[src/design/sccb_master_bit_sequencer_assert.svh]
// Assertion macros for the two-wire bus master bit sequencer.
// Included by the top level; needs nothing else.
`ifndef SCCB_MASTER_BIT_SEQUENCER_ASSERT_SVH
`define SCCB_MASTER_BIT_SEQUENCER_ASSERT_SVH

// The consequent must hold in the same cycle as the antecedent.
`define SBS_ASSERT_SAME(label, clk, rst_n, ante, cons) \
  label: assert property (@(posedge clk) disable iff (!rst_n) (ante) |-> (cons)) \
    else $error("assertion failed");

// The consequent must hold in the cycle after the antecedent.
`define SBS_ASSERT_NEXT(label, clk, rst_n, ante, cons) \
  label: assert property (@(posedge clk) disable iff (!rst_n) (ante) |=> (cons)) \
    else $error("assertion failed");

`endif

[src/design/sbs_pkg.sv]
// Shared types and constants of the two-wire bus master bit sequencer.
// Used by sbs_step and the top level; depends on nothing.
package sbs_pkg;

  localparam int HP_W = 10;

  localparam logic [HP_W-1:0] HALF_PERIOD_RST = 10'd50;
  localparam logic [HP_W-1:0] TAIL_TICKS      = 10'd2;
  localparam logic [HP_W-1:0] RELEASE_TICKS   = 10'd10;
  localparam logic [HP_W-1:0] ACK_HIGH_TICKS  = 10'd80;

  localparam logic [2:0] CMD_IDLE  = 3'd0;
  localparam logic [2:0] CMD_START = 3'd1;
  localparam logic [2:0] CMD_STOP  = 3'd2;
  localparam logic [2:0] CMD_WRITE = 3'd3;
  localparam logic [2:0] CMD_READ  = 3'd4;
  localparam logic [2:0] CMD_NOACK = 3'd5;

  typedef struct packed {
    logic [2:0]      cmd;
    logic [2:0]      phase;
    logic [2:0]      bit_idx;
    logic [HP_W-1:0] wait_cnt;
    logic [7:0]      shift;
    logic            clk_lvl;
    logic            dat_lvl;
    logic            dat_drv;
    logic            ack;
    logic [7:0]      rd_byte;
  } sbs_state_t;

  typedef struct packed {
    logic       scl;
    logic       sda_out;
    logic       sda_drive;
    logic       busy;
    logic       done;
    logic       ack_ok;
    logic [7:0] read_data;
  } sbs_res_t;

  localparam sbs_state_t STATE_RST = '{
    cmd: CMD_IDLE, phase: 3'd0, bit_idx: 3'd0, wait_cnt: '0, shift: 8'd0,
    clk_lvl: 1'b1, dat_lvl: 1'b1, dat_drv: 1'b1, ack: 1'b0, rd_byte: 8'd0
  };

endpackage

[src/design/sbs_step.sv]
// One tick of the bus sequencer: next state and result from the current state.
// Purely combinational; depends on sbs_pkg.
module sbs_step (
  input  sbs_pkg::sbs_state_t         cur,
  input  logic [sbs_pkg::HP_W-1:0]    half_period,
  input  logic [2:0]                  opcode,
  input  logic [7:0]                  write_data,
  input  logic                        sda_in,
  output sbs_pkg::sbs_state_t         nxt,
  output sbs_pkg::sbs_res_t           res
);
  import sbs_pkg::*;

  // Drive the lines for the phase that begins and load its length.
  function automatic sbs_state_t begin_phase(sbs_state_t s, logic [HP_W-1:0] hp);
    sbs_state_t      t;
    logic [HP_W-1:0] len;
    t   = s;
    len = (hp == '0) ? HP_W'(1) : hp;
    unique case (t.cmd)
      CMD_START: begin
        if (t.phase == 3'd0) begin
          t.dat_drv = 1'b1;
          t.dat_lvl = 1'b1;
        end else if (t.phase == 3'd1) t.clk_lvl = 1'b1;
        else if (t.phase == 3'd2) t.dat_lvl = 1'b0;
        else t.clk_lvl = 1'b0;
      end
      CMD_STOP: begin
        if (t.phase == 3'd0) begin
          t.dat_drv = 1'b1;
          t.dat_lvl = 1'b0;
        end else if (t.phase == 3'd1) t.clk_lvl = 1'b1;
        else t.dat_lvl = 1'b1;
      end
      CMD_NOACK: begin
        if (t.phase == 3'd0) begin
          t.dat_drv = 1'b1;
          t.dat_lvl = 1'b1;
        end else if (t.phase == 3'd1) t.clk_lvl = 1'b1;
        else if (t.phase == 3'd2) t.clk_lvl = 1'b0;
        else t.dat_lvl = 1'b0;
      end
      CMD_WRITE: begin
        if (t.phase == 3'd0) begin
          t.dat_drv = 1'b1;
          t.dat_lvl = t.shift[7];
        end else if (t.phase == 3'd1) t.clk_lvl = 1'b1;
        else if (t.phase == 3'd2) begin
          t.clk_lvl = 1'b0;
          len = TAIL_TICKS;
        end else if (t.phase == 3'd3) begin
          t.dat_drv = 1'b0;
          len = RELEASE_TICKS;
        end else if (t.phase == 3'd4) begin
          t.clk_lvl = 1'b1;
          len = ACK_HIGH_TICKS;
        end else t.clk_lvl = 1'b0;
      end
      CMD_READ: begin
        if (t.phase == 3'd0) t.dat_drv = 1'b0;
        else if (t.phase == 3'd1) t.clk_lvl = 1'b1;
        else t.clk_lvl = 1'b0;
      end
      default: ;
    endcase
    t.wait_cnt = len;
    return t;
  endfunction

  sbs_state_t      s;
  logic            bp;
  logic            fin;
  logic [HP_W-1:0] w;

  always_comb begin
    s   = cur;
    bp  = 1'b0;
    fin = 1'b0;
    w   = cur.wait_cnt - HP_W'(1);
    if (cur.cmd == CMD_IDLE) begin
      if (opcode >= CMD_START && opcode <= CMD_NOACK) begin
        s.cmd     = opcode;
        s.phase   = 3'd0;
        s.bit_idx = 3'd0;
        if (opcode == CMD_WRITE) s.shift = write_data;
        else if (opcode == CMD_READ) s.shift = 8'd0;
        bp = 1'b1;
      end
    end else begin
      s.wait_cnt = w;
      if (w == '0) begin
        unique case (cur.cmd)
          CMD_START, CMD_NOACK: begin
            if (cur.phase < 3'd3) begin
              s.phase = cur.phase + 3'd1;
              bp = 1'b1;
            end else fin = 1'b1;
          end
          CMD_STOP: begin
            if (cur.phase < 3'd2) begin
              s.phase = cur.phase + 3'd1;
              bp = 1'b1;
            end else fin = 1'b1;
          end
          CMD_WRITE: begin
            if (cur.phase == 3'd2) begin
              s.shift = {cur.shift[6:0], 1'b0};
              if (cur.bit_idx < 3'd7) begin
                s.bit_idx = cur.bit_idx + 3'd1;
                s.phase   = 3'd0;
              end else s.phase = 3'd3;
              bp = 1'b1;
            end else if (cur.phase == 3'd4) begin
              s.ack   = ~sda_in;
              s.phase = cur.phase + 3'd1;
              bp = 1'b1;
            end else if (cur.phase >= 3'd5) fin = 1'b1;
            else begin
              s.phase = cur.phase + 3'd1;
              bp = 1'b1;
            end
          end
          CMD_READ: begin
            if (cur.phase == 3'd0) begin
              s.phase = 3'd1;
              bp = 1'b1;
            end else if (cur.phase == 3'd1) begin
              s.shift = {cur.shift[6:0], sda_in};
              s.phase = 3'd2;
              bp = 1'b1;
            end else if (cur.bit_idx < 3'd7) begin
              s.bit_idx = cur.bit_idx + 3'd1;
              s.phase   = 3'd1;
              bp = 1'b1;
            end else begin
              s.rd_byte = cur.shift;
              fin = 1'b1;
            end
          end
          default: fin = 1'b1;
        endcase
      end
    end
    if (bp) s = begin_phase(s, half_period);
    if (fin) begin
      s.cmd      = CMD_IDLE;
      s.phase    = 3'd0;
      s.bit_idx  = 3'd0;
      s.wait_cnt = '0;
      s.dat_drv  = 1'b1;
    end
  end

  assign nxt = s;

  always_comb begin
    res.scl       = s.clk_lvl;
    res.sda_out   = s.dat_lvl;
    res.sda_drive = s.dat_drv;
    res.busy      = (s.cmd != CMD_IDLE);
    res.done      = fin;
    res.ack_ok    = s.ack;
    res.read_data = s.rd_byte;
  end

endmodule

[src/design/sccb_master_bit_sequencer.sv]
// Top level of the two-wire bus master bit sequencer: input register,
// sequencer state, result register. Depends on sbs_pkg, sbs_step and the assert header.
//
// Each accepted item is one bus tick and gives exactly one result item,
// which passes through the input register and the result register on
// its way to the output. One item is taken every clock cycle while the
// output is not stalled; that rate is set by the loop from the sequencer
// state register through the tick logic and back.
// half_period (cfg_wdata, reset 50) sets the length of ordinary phases
// in ticks; a value of zero counts as one tick.
`include "sccb_master_bit_sequencer_assert.svh"

module sccb_master_bit_sequencer (
  input  logic                      clk,
  input  logic                      rst_n,
  input  logic                      cfg_we,
  input  logic [sbs_pkg::HP_W-1:0]  cfg_wdata,
  input  logic                      in_valid,
  output logic                      in_stall,
  input  logic [2:0]                in_opcode,
  input  logic [7:0]                in_write_data,
  input  logic                      in_sda_in,
  output logic                      out_valid,
  input  logic                      out_stall,
  output logic                      out_scl,
  output logic                      out_sda_out,
  output logic                      out_sda_drive,
  output logic                      out_busy_res,
  output logic                      out_done_res,
  output logic                      out_ack_ok,
  output logic [7:0]                out_read_data
);
  import sbs_pkg::*;

  logic [HP_W-1:0] half_period_r;
  logic            in_vld_r;
  logic [2:0]      op_r;
  logic [7:0]      wdata_r;
  logic            sda_r;
  logic            out_vld_r;
  sbs_state_t      state_r;
  sbs_state_t      state_nxt;
  sbs_res_t        res_nxt;
  sbs_res_t        res_r;
  logic            adv;

  assign adv      = ~out_vld_r | ~out_stall;
  assign in_stall = in_vld_r & ~adv;

  sbs_step u_step (
    .cur         (state_r),
    .half_period (half_period_r),
    .opcode      (op_r),
    .write_data  (wdata_r),
    .sda_in      (sda_r),
    .nxt         (state_nxt),
    .res         (res_nxt)
  );

  always_ff @(posedge clk) begin
    if (!rst_n) begin
      half_period_r <= HALF_PERIOD_RST;
      in_vld_r      <= 1'b0;
      out_vld_r     <= 1'b0;
      state_r       <= STATE_RST;
    end else begin
      if (cfg_we) half_period_r <= cfg_wdata;
      if (!in_stall) in_vld_r <= in_valid;
      if (adv) begin
        out_vld_r <= in_vld_r;
        if (in_vld_r) state_r <= state_nxt;
      end
    end
  end

  always_ff @(posedge clk) begin
    if (in_valid && !in_stall) begin
      op_r    <= in_opcode;
      wdata_r <= in_write_data;
      sda_r   <= in_sda_in;
    end
    if (adv && in_vld_r) res_r <= res_nxt;
  end

  assign out_valid     = out_vld_r;
  assign out_scl       = res_r.scl;
  assign out_sda_out   = res_r.sda_out;
  assign out_sda_drive = res_r.sda_drive;
  assign out_busy_res  = res_r.busy;
  assign out_done_res  = res_r.done;
  assign out_ack_ok    = res_r.ack_ok;
  assign out_read_data = res_r.read_data;

  // A held input item must still be there in the next cycle.
  `SBS_ASSERT_NEXT(a_hold_item, clk, rst_n, in_vld_r && !adv, in_vld_r)
  // A finishing tick never reports the bus as still busy.
  `SBS_ASSERT_SAME(a_done_idle, clk, rst_n, out_vld_r && res_r.done, !res_r.busy)
  // An idle sequencer has cleared counters and drives the data line.
  `SBS_ASSERT_SAME(a_idle_clean, clk, rst_n, state_r.cmd == CMD_IDLE,
                   state_r.wait_cnt == '0 && state_r.phase == 3'd0 && state_r.dat_drv)
  // A running command always has a tick left in its phase.
  `SBS_ASSERT_SAME(a_busy_count, clk, rst_n, state_r.cmd != CMD_IDLE,
                   state_r.wait_cnt != '0)

endmodule

[config.mk]
export PLATFORM = sky130hd
export DESIGN_NAME = sccb_master_bit_sequencer
export DESIGN_NICKNAME = d
export VERILOG_FILES = /design/src/design/sbs_pkg.sv /design/src/design/sbs_step.sv /design/src/design/sccb_master_bit_sequencer.sv
export VERILOG_INCLUDE_DIRS = /design/src /design/src/design
export SDC_FILE = /design/constraint.sdc
export NUM_CORES = 1
export LEC_CHECK = 0
export ABC_AREA = 1
export ABC_CLOCK_PERIOD_IN_PS = 3000
export BUFFER_PORTS_ARGS = -buffer_cell sky130_fd_sc_hd__buf_2
export CAP_MARGIN = 15
export CELL_PAD_IN_SITES_DETAIL_PLACEMENT = 1
export CELL_PAD_IN_SITES_GLOBAL_PLACEMENT = 2
export CORE_UTILIZATION = 34
export CTS_CLUSTER_SIZE = 10
export DETAILED_ROUTE_END_ITERATION = 10
export PLACE_DENSITY = 0.87
export SYNTH_ARGS = -nofsm -noshare
export SYNTH_HDL_FRONTEND = slang
export SYNTH_HIERARCHICAL = 1
export SYNTH_SLANG_ARGS = --single-unit
[constraint.sdc]
create_clock -name clk -period 3 [get_ports clk]
set_input_delay 0.15 -clock clk [delete_from_list [all_inputs] [get_ports clk]]
set_output_delay 0.15 -clock clk [all_outputs]
set_load 0.02 [all_outputs]
Word-level counts from Yosys, hierarchy flattened
Cells that the tools add are included.
- register bits after elaboration: 77
- equal/unequal tests: 20
- reduce and logical (&&, ||, !) cells: 14
- order comparisons: 6
- add/subtract/negate cells: 3
- bitwise gates (word level): 6
- multiplexer cells: 104
- operators with widths (cell ; count):
    8-bit two-way mux ; 12
    10-bit two-way mux ; 8
    1-bit two-way mux ; 55
    3-bit two-way mux ; 12
    30-bit two-way mux ; 1
    9-bit two-way mux ; 3
    3-bit by 2-bit equality test with 1-bit output (second input constant) ; 8
    3-bit equality test (second input constant) ; 7
    10-bit logical NOT ; 2
    19-bit two-way mux ; 1
    6-bit two-way mux ; 3
    8-bit one-hot mux with 2 select lines ; 1
    3-bit by 1-bit equality test with 1-bit output (second input constant) ; 4
    1-bit one-hot mux with 4 select lines ; 3
    3-bit one-hot mux with 4 select lines ; 1
    10-bit by 1-bit subtractor with 10-bit output (second input constant) ; 1
    3-bit logical NOT ; 3
    3-bit by 1-bit adder with 3-bit output (second input constant) ; 2
    3-bit by 2-bit less-than comparator with 1-bit output (second input constant) ; 2
    3-bit one-hot mux with 2 select lines ; 1
    1-bit one-hot mux with 5 select lines ; 1
    1-bit inverter ; 4
    3-bit by 1-bit greater-or-equal comparator with 1-bit output (second input constant) ; 1
    3-bit greater-or-equal comparator (second input constant) ; 1
    14 further kinds ; 16

Logic depth before layout (Yosys ltp)
- depth in word-level cells: 17
- mapped depth: 23
- mapped depth without buffers: 23

Cells and area by module
The synthesis kept the hierarchy.
- modules (own cells, without submodules) (module ; cells an instance ; times used ; seq. area each (µm²) ; area each (µm²)):
    sccb_master_bit_sequencer ; 332 ; 1 ; 1801.7 ; 2950.3
    sbs_step ; 389 ; 1 ; 0.0 ; 2130.8

Worst setup path before layout
OpenSTA, ideal clock, no wires.
- kind: register to register
- start: register state_r[20] (netlist name)
- end: register res_r, in the netlist out_sda_drive, data pin
- data required time: 2749 ps
- slack: 461 ps
- stages on the path, launching flop included: 19
- arrival time: 2288 ps
- cells stage by stage: dfxtp_1 > inv_1 > ha_1 > xnor2_1 > nand2_1 > nor2_1 > nand2_1 > nor2_4 > nand3_4 > clkinv_1 > nand2_2 > nand2_4 > nand3_4 > buf_6 > o21ai_2 > o211ai_1 > nand2_1 > nand3_1 > buf_4
- RTL lines (item ; RTL line ; RTL):
    start: declaration ; sccb_master_bit_sequencer.sv:41 ; sbs_state_t state_r;
    start signal: assignment ; sccb_master_bit_sequencer.sv:71 ; if (in_vld_r) state_r <= state_nxt;
    end signal: assignment ; sccb_master_bit_sequencer.sv:82 ; if (adv && in_vld_r) res_r <= res_nxt;
    end: declaration ; sccb_master_bit_sequencer.sv:44 ; sbs_res_t res_r;

==> flow_summary.rst <==
.. list-table::
   :header-rows: 1

   * - Metric
     - Value
   * - H-tree depth
     - 3
   * - Final min period
     - roughly 2.8 ns
   * - Crit path setup slack, layout
     - approximately 0.21 ns
   * - Vertical die dimension
     - 124 µm
   * - Power per cell area
     - 535 nW/µm²
   * - Starting density of the core
     - 35.0%
   * - Highest achievable clock rate
     - 0.359 GHz
   * - Max-slew headroom
     - between 30% and 40%
   * - Total number of vias
     - 4847
   * - I/O pin count
     - 43
   * - Number of flops mapped to enable cells by yosys
     - 26
   * - Chip width
     - 124 µm
   * - Number of iterations in the first detailed-routing pass
     - 4
   * - Final critical-path share of the clock period
     - 92.9%
   * - Kind of start point of the critical path
     - flop
   * - Total count of max-transition violations in the final report
     - 0
   * - 1st-iter DRT viols
     - 297
   * - Clock insertion delay at the later pin of the skew report
     - 0.35 ns
   * - Endpoint class of the critical path
     - flop
   * - Maximum number of pins on one net before global-route repair
     - just under 80
   * - Static Leak
     - about 2.5 nW
   * - Path depth of the worst reg2reg path
     - 17
   * - Synthesized area divided by synthesized cell count
     - a little over 7 µm²
   * - Syn Nets
     - 755
   * - Cell area reported after detailed placement
     - around 5300 µm²
   * - Design Area, Final
     - 5760 µm²
   * - Share of the core filled with cells in the final layout
     - 39.6%
   * - Setup Skew
     - between 0.009 and 0.01 ns
   * - Total inserted antenna cells
     - 0
   * - GPL Wtd Cong
     - 0.849
   * - Type of the worst setup path
     - flop to flop
   * - Async set-reset flop share out of synthesis
     - 0%
   * - GRT Total Usage
     - approximately a fifth
   * - Placed insts
     - roughly 910
   * - Number of global-route vias before repair
     - 4903
   * - Syn Inst Count
     - 721
   * - Final number of setup-violating endpoints
     - 0
   * - P&R area growth vs syn
     - 13.3%
   * - Data arrival time at the worst-slack endpoint
     - 3.06 ns
   * - Worst hold path stage count
     - 3
   * - Pre-CTS setup slack
     - -0.0326 ns
   * - Class of the tightest hold or removal check
     - primary input to flop
   * - Overflow after GRT
     - 0
   * - Routed wirelength normalized by instance count
     - 15.9 µm
   * - Data required, critical path
     - 3.28 ns
   * - Most prevalent standard cell on the critical path
     - sky130_fd_sc_hd__nand3_1
   * - Full die area
     - 15400 µm²
   * - Number of warning messages in the yosys log
     - 6
   * - Placement row count
     - 44
   * - Vias per std cell
     - 5.15
   * - HPWL after detailed placement
     - 10400 µm
   * - Largest stage delay on the critical path
     - 0.41 ns
   * - Global-route wire length before repair
     - ~24000 µm
   * - Synthesized area
     - 5080 µm²
   * - Number of CTS-inserted buffers
     - 9
   * - Fin. Hold Viols
     - 0
   * - Worst-case clock buffer depth
     - 2
   * - Cells along the critical path
     - inv_2 -> ha_4 -> nand3_1 -> nor2_1 -> nor2_2 -> nand2_1 -> nor2_4 -> nand2_4 -> nor2_4 -> nand3_1 -> a31oi_1 -> nand2_1 -> a21oi_1 -> nor2_1 -> nand2_1 -> nand3_1 -> nand3_1
   * - Antenna violations before repair
     - 0
   * - Clock sink count
     - 77
   * - Cell type of the slowest stage on the worst timing path
     - sky130_fd_sc_hd__dfxtp_1
   * - Worst Max-Slew Pin Slew
     - between 1 and 1.5 ns
   * - Top_reg_cell synth
     - sky130_fd_sc_hd__dfxtp_1
   * - Total of max-cap violations
     - 0
   * - CP Max Fanout
     - 5
   * - Run status
     - finished, final reports clean
   * - Number of non-filler instances in the completed layout
     - 942
   * - Count of distinct cell types in the synthesized netlist
     - 45
   * - Post-detailed-route count of antenna-violating nets
     - 0
   * - Total core area
     - 14500 µm²
   * - Post-route DRC
     - 0
   * - Number of nets in the layout
     - 788
   * - Wire length after detailed routing
     - 14900 µm
   * - Clock tree from TritonCTS
     - yes
   * - Count of input and output buffers
     - between 40 and 50
   * - Register clock-pin slew on the reported worst setup and hold paths
     - 0.06 ns
   * - Maximum resistive drop on vdd
     - about 0.00028 V
   * - CTS root buf
     - sky130_fd_sc_hd__clkbuf_16
   * - Sequential cell area fraction in the yosys report
     - a little over a third
   * - Flops & latches, synth
     - 77
   * - Worst slack on hold paths
     - 0.0137 ns
   * - Fraction of final layout cells with drive strength greater than 1
     - 17.3%
synth_stat cells (2+ instances only):
cell	count	area share, %
sky130_fd_sc_hd__mux2_2	7	1.6
sky130_fd_sc_hd__inv_4	2	0.25
sky130_fd_sc_hd__nand2_4	3	0.66
sky130_fd_sc_hd__o211ai_1	6	0.89
sky130_fd_sc_hd__clkinv_1	3	0.22
sky130_fd_sc_hd__inv_2	8	0.59
sky130_fd_sc_hd__nand2_2	6	0.74
sky130_fd_sc_hd__nand3_1	75	7.4
sky130_fd_sc_hd__a221oi_1	8	1.4
sky130_fd_sc_hd__nand3b_1	2	0.30
sky130_fd_sc_hd__nand3_2	2	0.39
sky130_fd_sc_hd__mux2i_1	2	0.39
sky130_fd_sc_hd__nor3_1	3	0.30
sky130_fd_sc_hd__buf_4	13	1.9
sky130_fd_sc_hd__clkbuf_1	6	0.44
sky130_fd_sc_hd__nand4_1	7	0.86
sky130_fd_sc_hd__nor2_4	6	1.3
sky130_fd_sc_hd__nor4_1	4	0.49
sky130_fd_sc_hd__o21ai_0	22	2.2
sky130_fd_sc_hd__a21oi_1	58	5.7
sky130_fd_sc_hd__buf_6	9	2.0
sky130_fd_sc_hd__ha_1	7	1.7
sky130_fd_sc_hd__nand2_1	134	9.9
sky130_fd_sc_hd__a211oi_1	6	0.89
sky130_fd_sc_hd__buf_2	16	1.6
sky130_fd_sc_hd__o211ai_2	2	0.49
sky130_fd_sc_hd__nor2_1	96	7.1
sky130_fd_sc_hd__xor2_1	3	0.52
sky130_fd_sc_hd__a21oi_2	4	0.69
sky130_fd_sc_hd__inv_1	94	6.9
sky130_fd_sc_hd__xnor2_1	2	0.34
sky130_fd_sc_hd__nor2_2	4	0.49
sky130_fd_sc_hd__a31oi_1	12	1.5
sky130_fd_sc_hd__nand3_4	2	0.69
sky130_fd_sc_hd__dfxtp_1	51	20
sky130_fd_sc_hd__o21ai_2	2	0.34
sky130_fd_sc_hd__edfxtp_1	26	15
worst paths after layout:
path | start | to | slack [ns]
setup reg to reg | state_r[21]$_SDFFE_PN0P_ | state_r[10]$_SDFFE_PN1P_ | 0.21
hold / removal | cfg_wdata[5] | half_period_r[5]$_SDFFE_PN1P_ | 0.01
setup / recovery | state_r[21]$_SDFFE_PN0P_ | state_r[10]$_SDFFE_PN1P_ | 0.21
hold reg to reg | state_r[9]$_SDFFE_PN1P_ | state_r[9]$_SDFFE_PN1P_ | 0.47
layer usage:
layer,part of all wire [%],vias up,track usage [%]
li1,-,2415,-
met1,47,2356,25.2
met2,49,64,33.5
met3,2.6,12,3.02
met4,1.3,0,6.73
met5,0,-,0
report_power, final:
part	switching (mW)	total [mW]	internal (mW)
clock network	0.458	1.10	0.638
logic	0.491	0.755	0.264
registers	0.0694	1.23	1.16
registers in the layout, indices dropped and copies added, names as in the netlist, 3 cells and up:
signal         count
half_period_r     10
op_r               3
wdata_r            8
out_read_data      8
state_r           39
critical path, delay by kind of cell, from the launching register on:
family                     cells  cell delay [ns]
DFF                            1             0.41
buffers and inverters          1             0.09
and+or+nand+nor               13             1.50
adders and majority gates      1             0.19
AOI/OAI and AO/OA              2             0.53
repair_timing:
item                                   in CTS  in global routing
resized for setup                           1                 12
pin swaps                                   0                  1
endpoints found under the hold margin      12                  0
setup buffers                               0                  3
hold buffers                               12                  0
setup endpoints to repair                   3                 32
metrics by stage:
stage | TNS [ns] | power, mW
4_1_cts | 0 | 3.09
6_report | 0 | 3.08
3_5_place_dp | -0.0428 | 1.97
5_1_grt | -0.000620 | 3.26
3_3_place_gp | 0 | 1.94
2_1_floorplan | 0 | 1.80
cells in the final DEF (no fill, tap or decap), types with 3 or more instances in the layout:
cell type and n:
sky130_fd_sc_hd__dlygate4sd3_1 12, sky130_fd_sc_hd__ha_1 6, sky130_fd_sc_hd__dfxtp_2 3, sky130_fd_sc_hd__nor2_2 4
sky130_fd_sc_hd__o211ai_1 6, sky130_fd_sc_hd__nand2_2 6, sky130_fd_sc_hd__o21ai_0 22, sky130_fd_sc_hd__a211oi_1 6
sky130_fd_sc_hd__a31oi_1 12, sky130_fd_sc_hd__nand4_1 7, sky130_fd_sc_hd__nor2_1 96, sky130_fd_sc_hd__edfxtp_1 26
sky130_fd_sc_hd__nor4_1 4, sky130_fd_sc_hd__nor2_4 6, sky130_fd_sc_hd__xor2_1 3, sky130_fd_sc_hd__mux2_2 7
sky130_fd_sc_hd__buf_2 42, sky130_fd_sc_hd__dfxtp_1 47, sky130_fd_sc_hd__clkbuf_16 9, sky130_fd_sc_hd__nand2_4 4
sky130_fd_sc_hd__a221oi_1 8, sky130_fd_sc_hd__inv_1 90, sky130_fd_sc_hd__buf_4 12, sky130_fd_sc_hd__a21oi_2 4
sky130_fd_sc_hd__a21oi_1 58, sky130_fd_sc_hd__nand3_1 75, sky130_fd_sc_hd__clkinv_1 4, sky130_fd_sc_hd__inv_2 12
sky130_fd_sc_hd__nand2_1 133
layout make-up:
cell class                 count  area (µm²)
fill                        1872        8780
clock inverter                 6        62.6
clock buffer                   9         225
timing repair buffer          66         420
tap                          184         230
multi-input combinational    493        2600
sequential                    77        1810
inverter                     107         407
logic make-up after synthesis:
group                      count (synthesis)  share of synthesized area (%)
and+or+nand+nor                          348                           31.5
buffers and inverters                    151                           13.9
AOI/OAI and AO/OA                        124                           14.6
DFF                                       77                           35.5
muxes                                      9                           1.95
adders and majority gates                  7                           1.72
xor gates and xnor gates                   5                          0.862
Power figures use the tool's default switching activity.
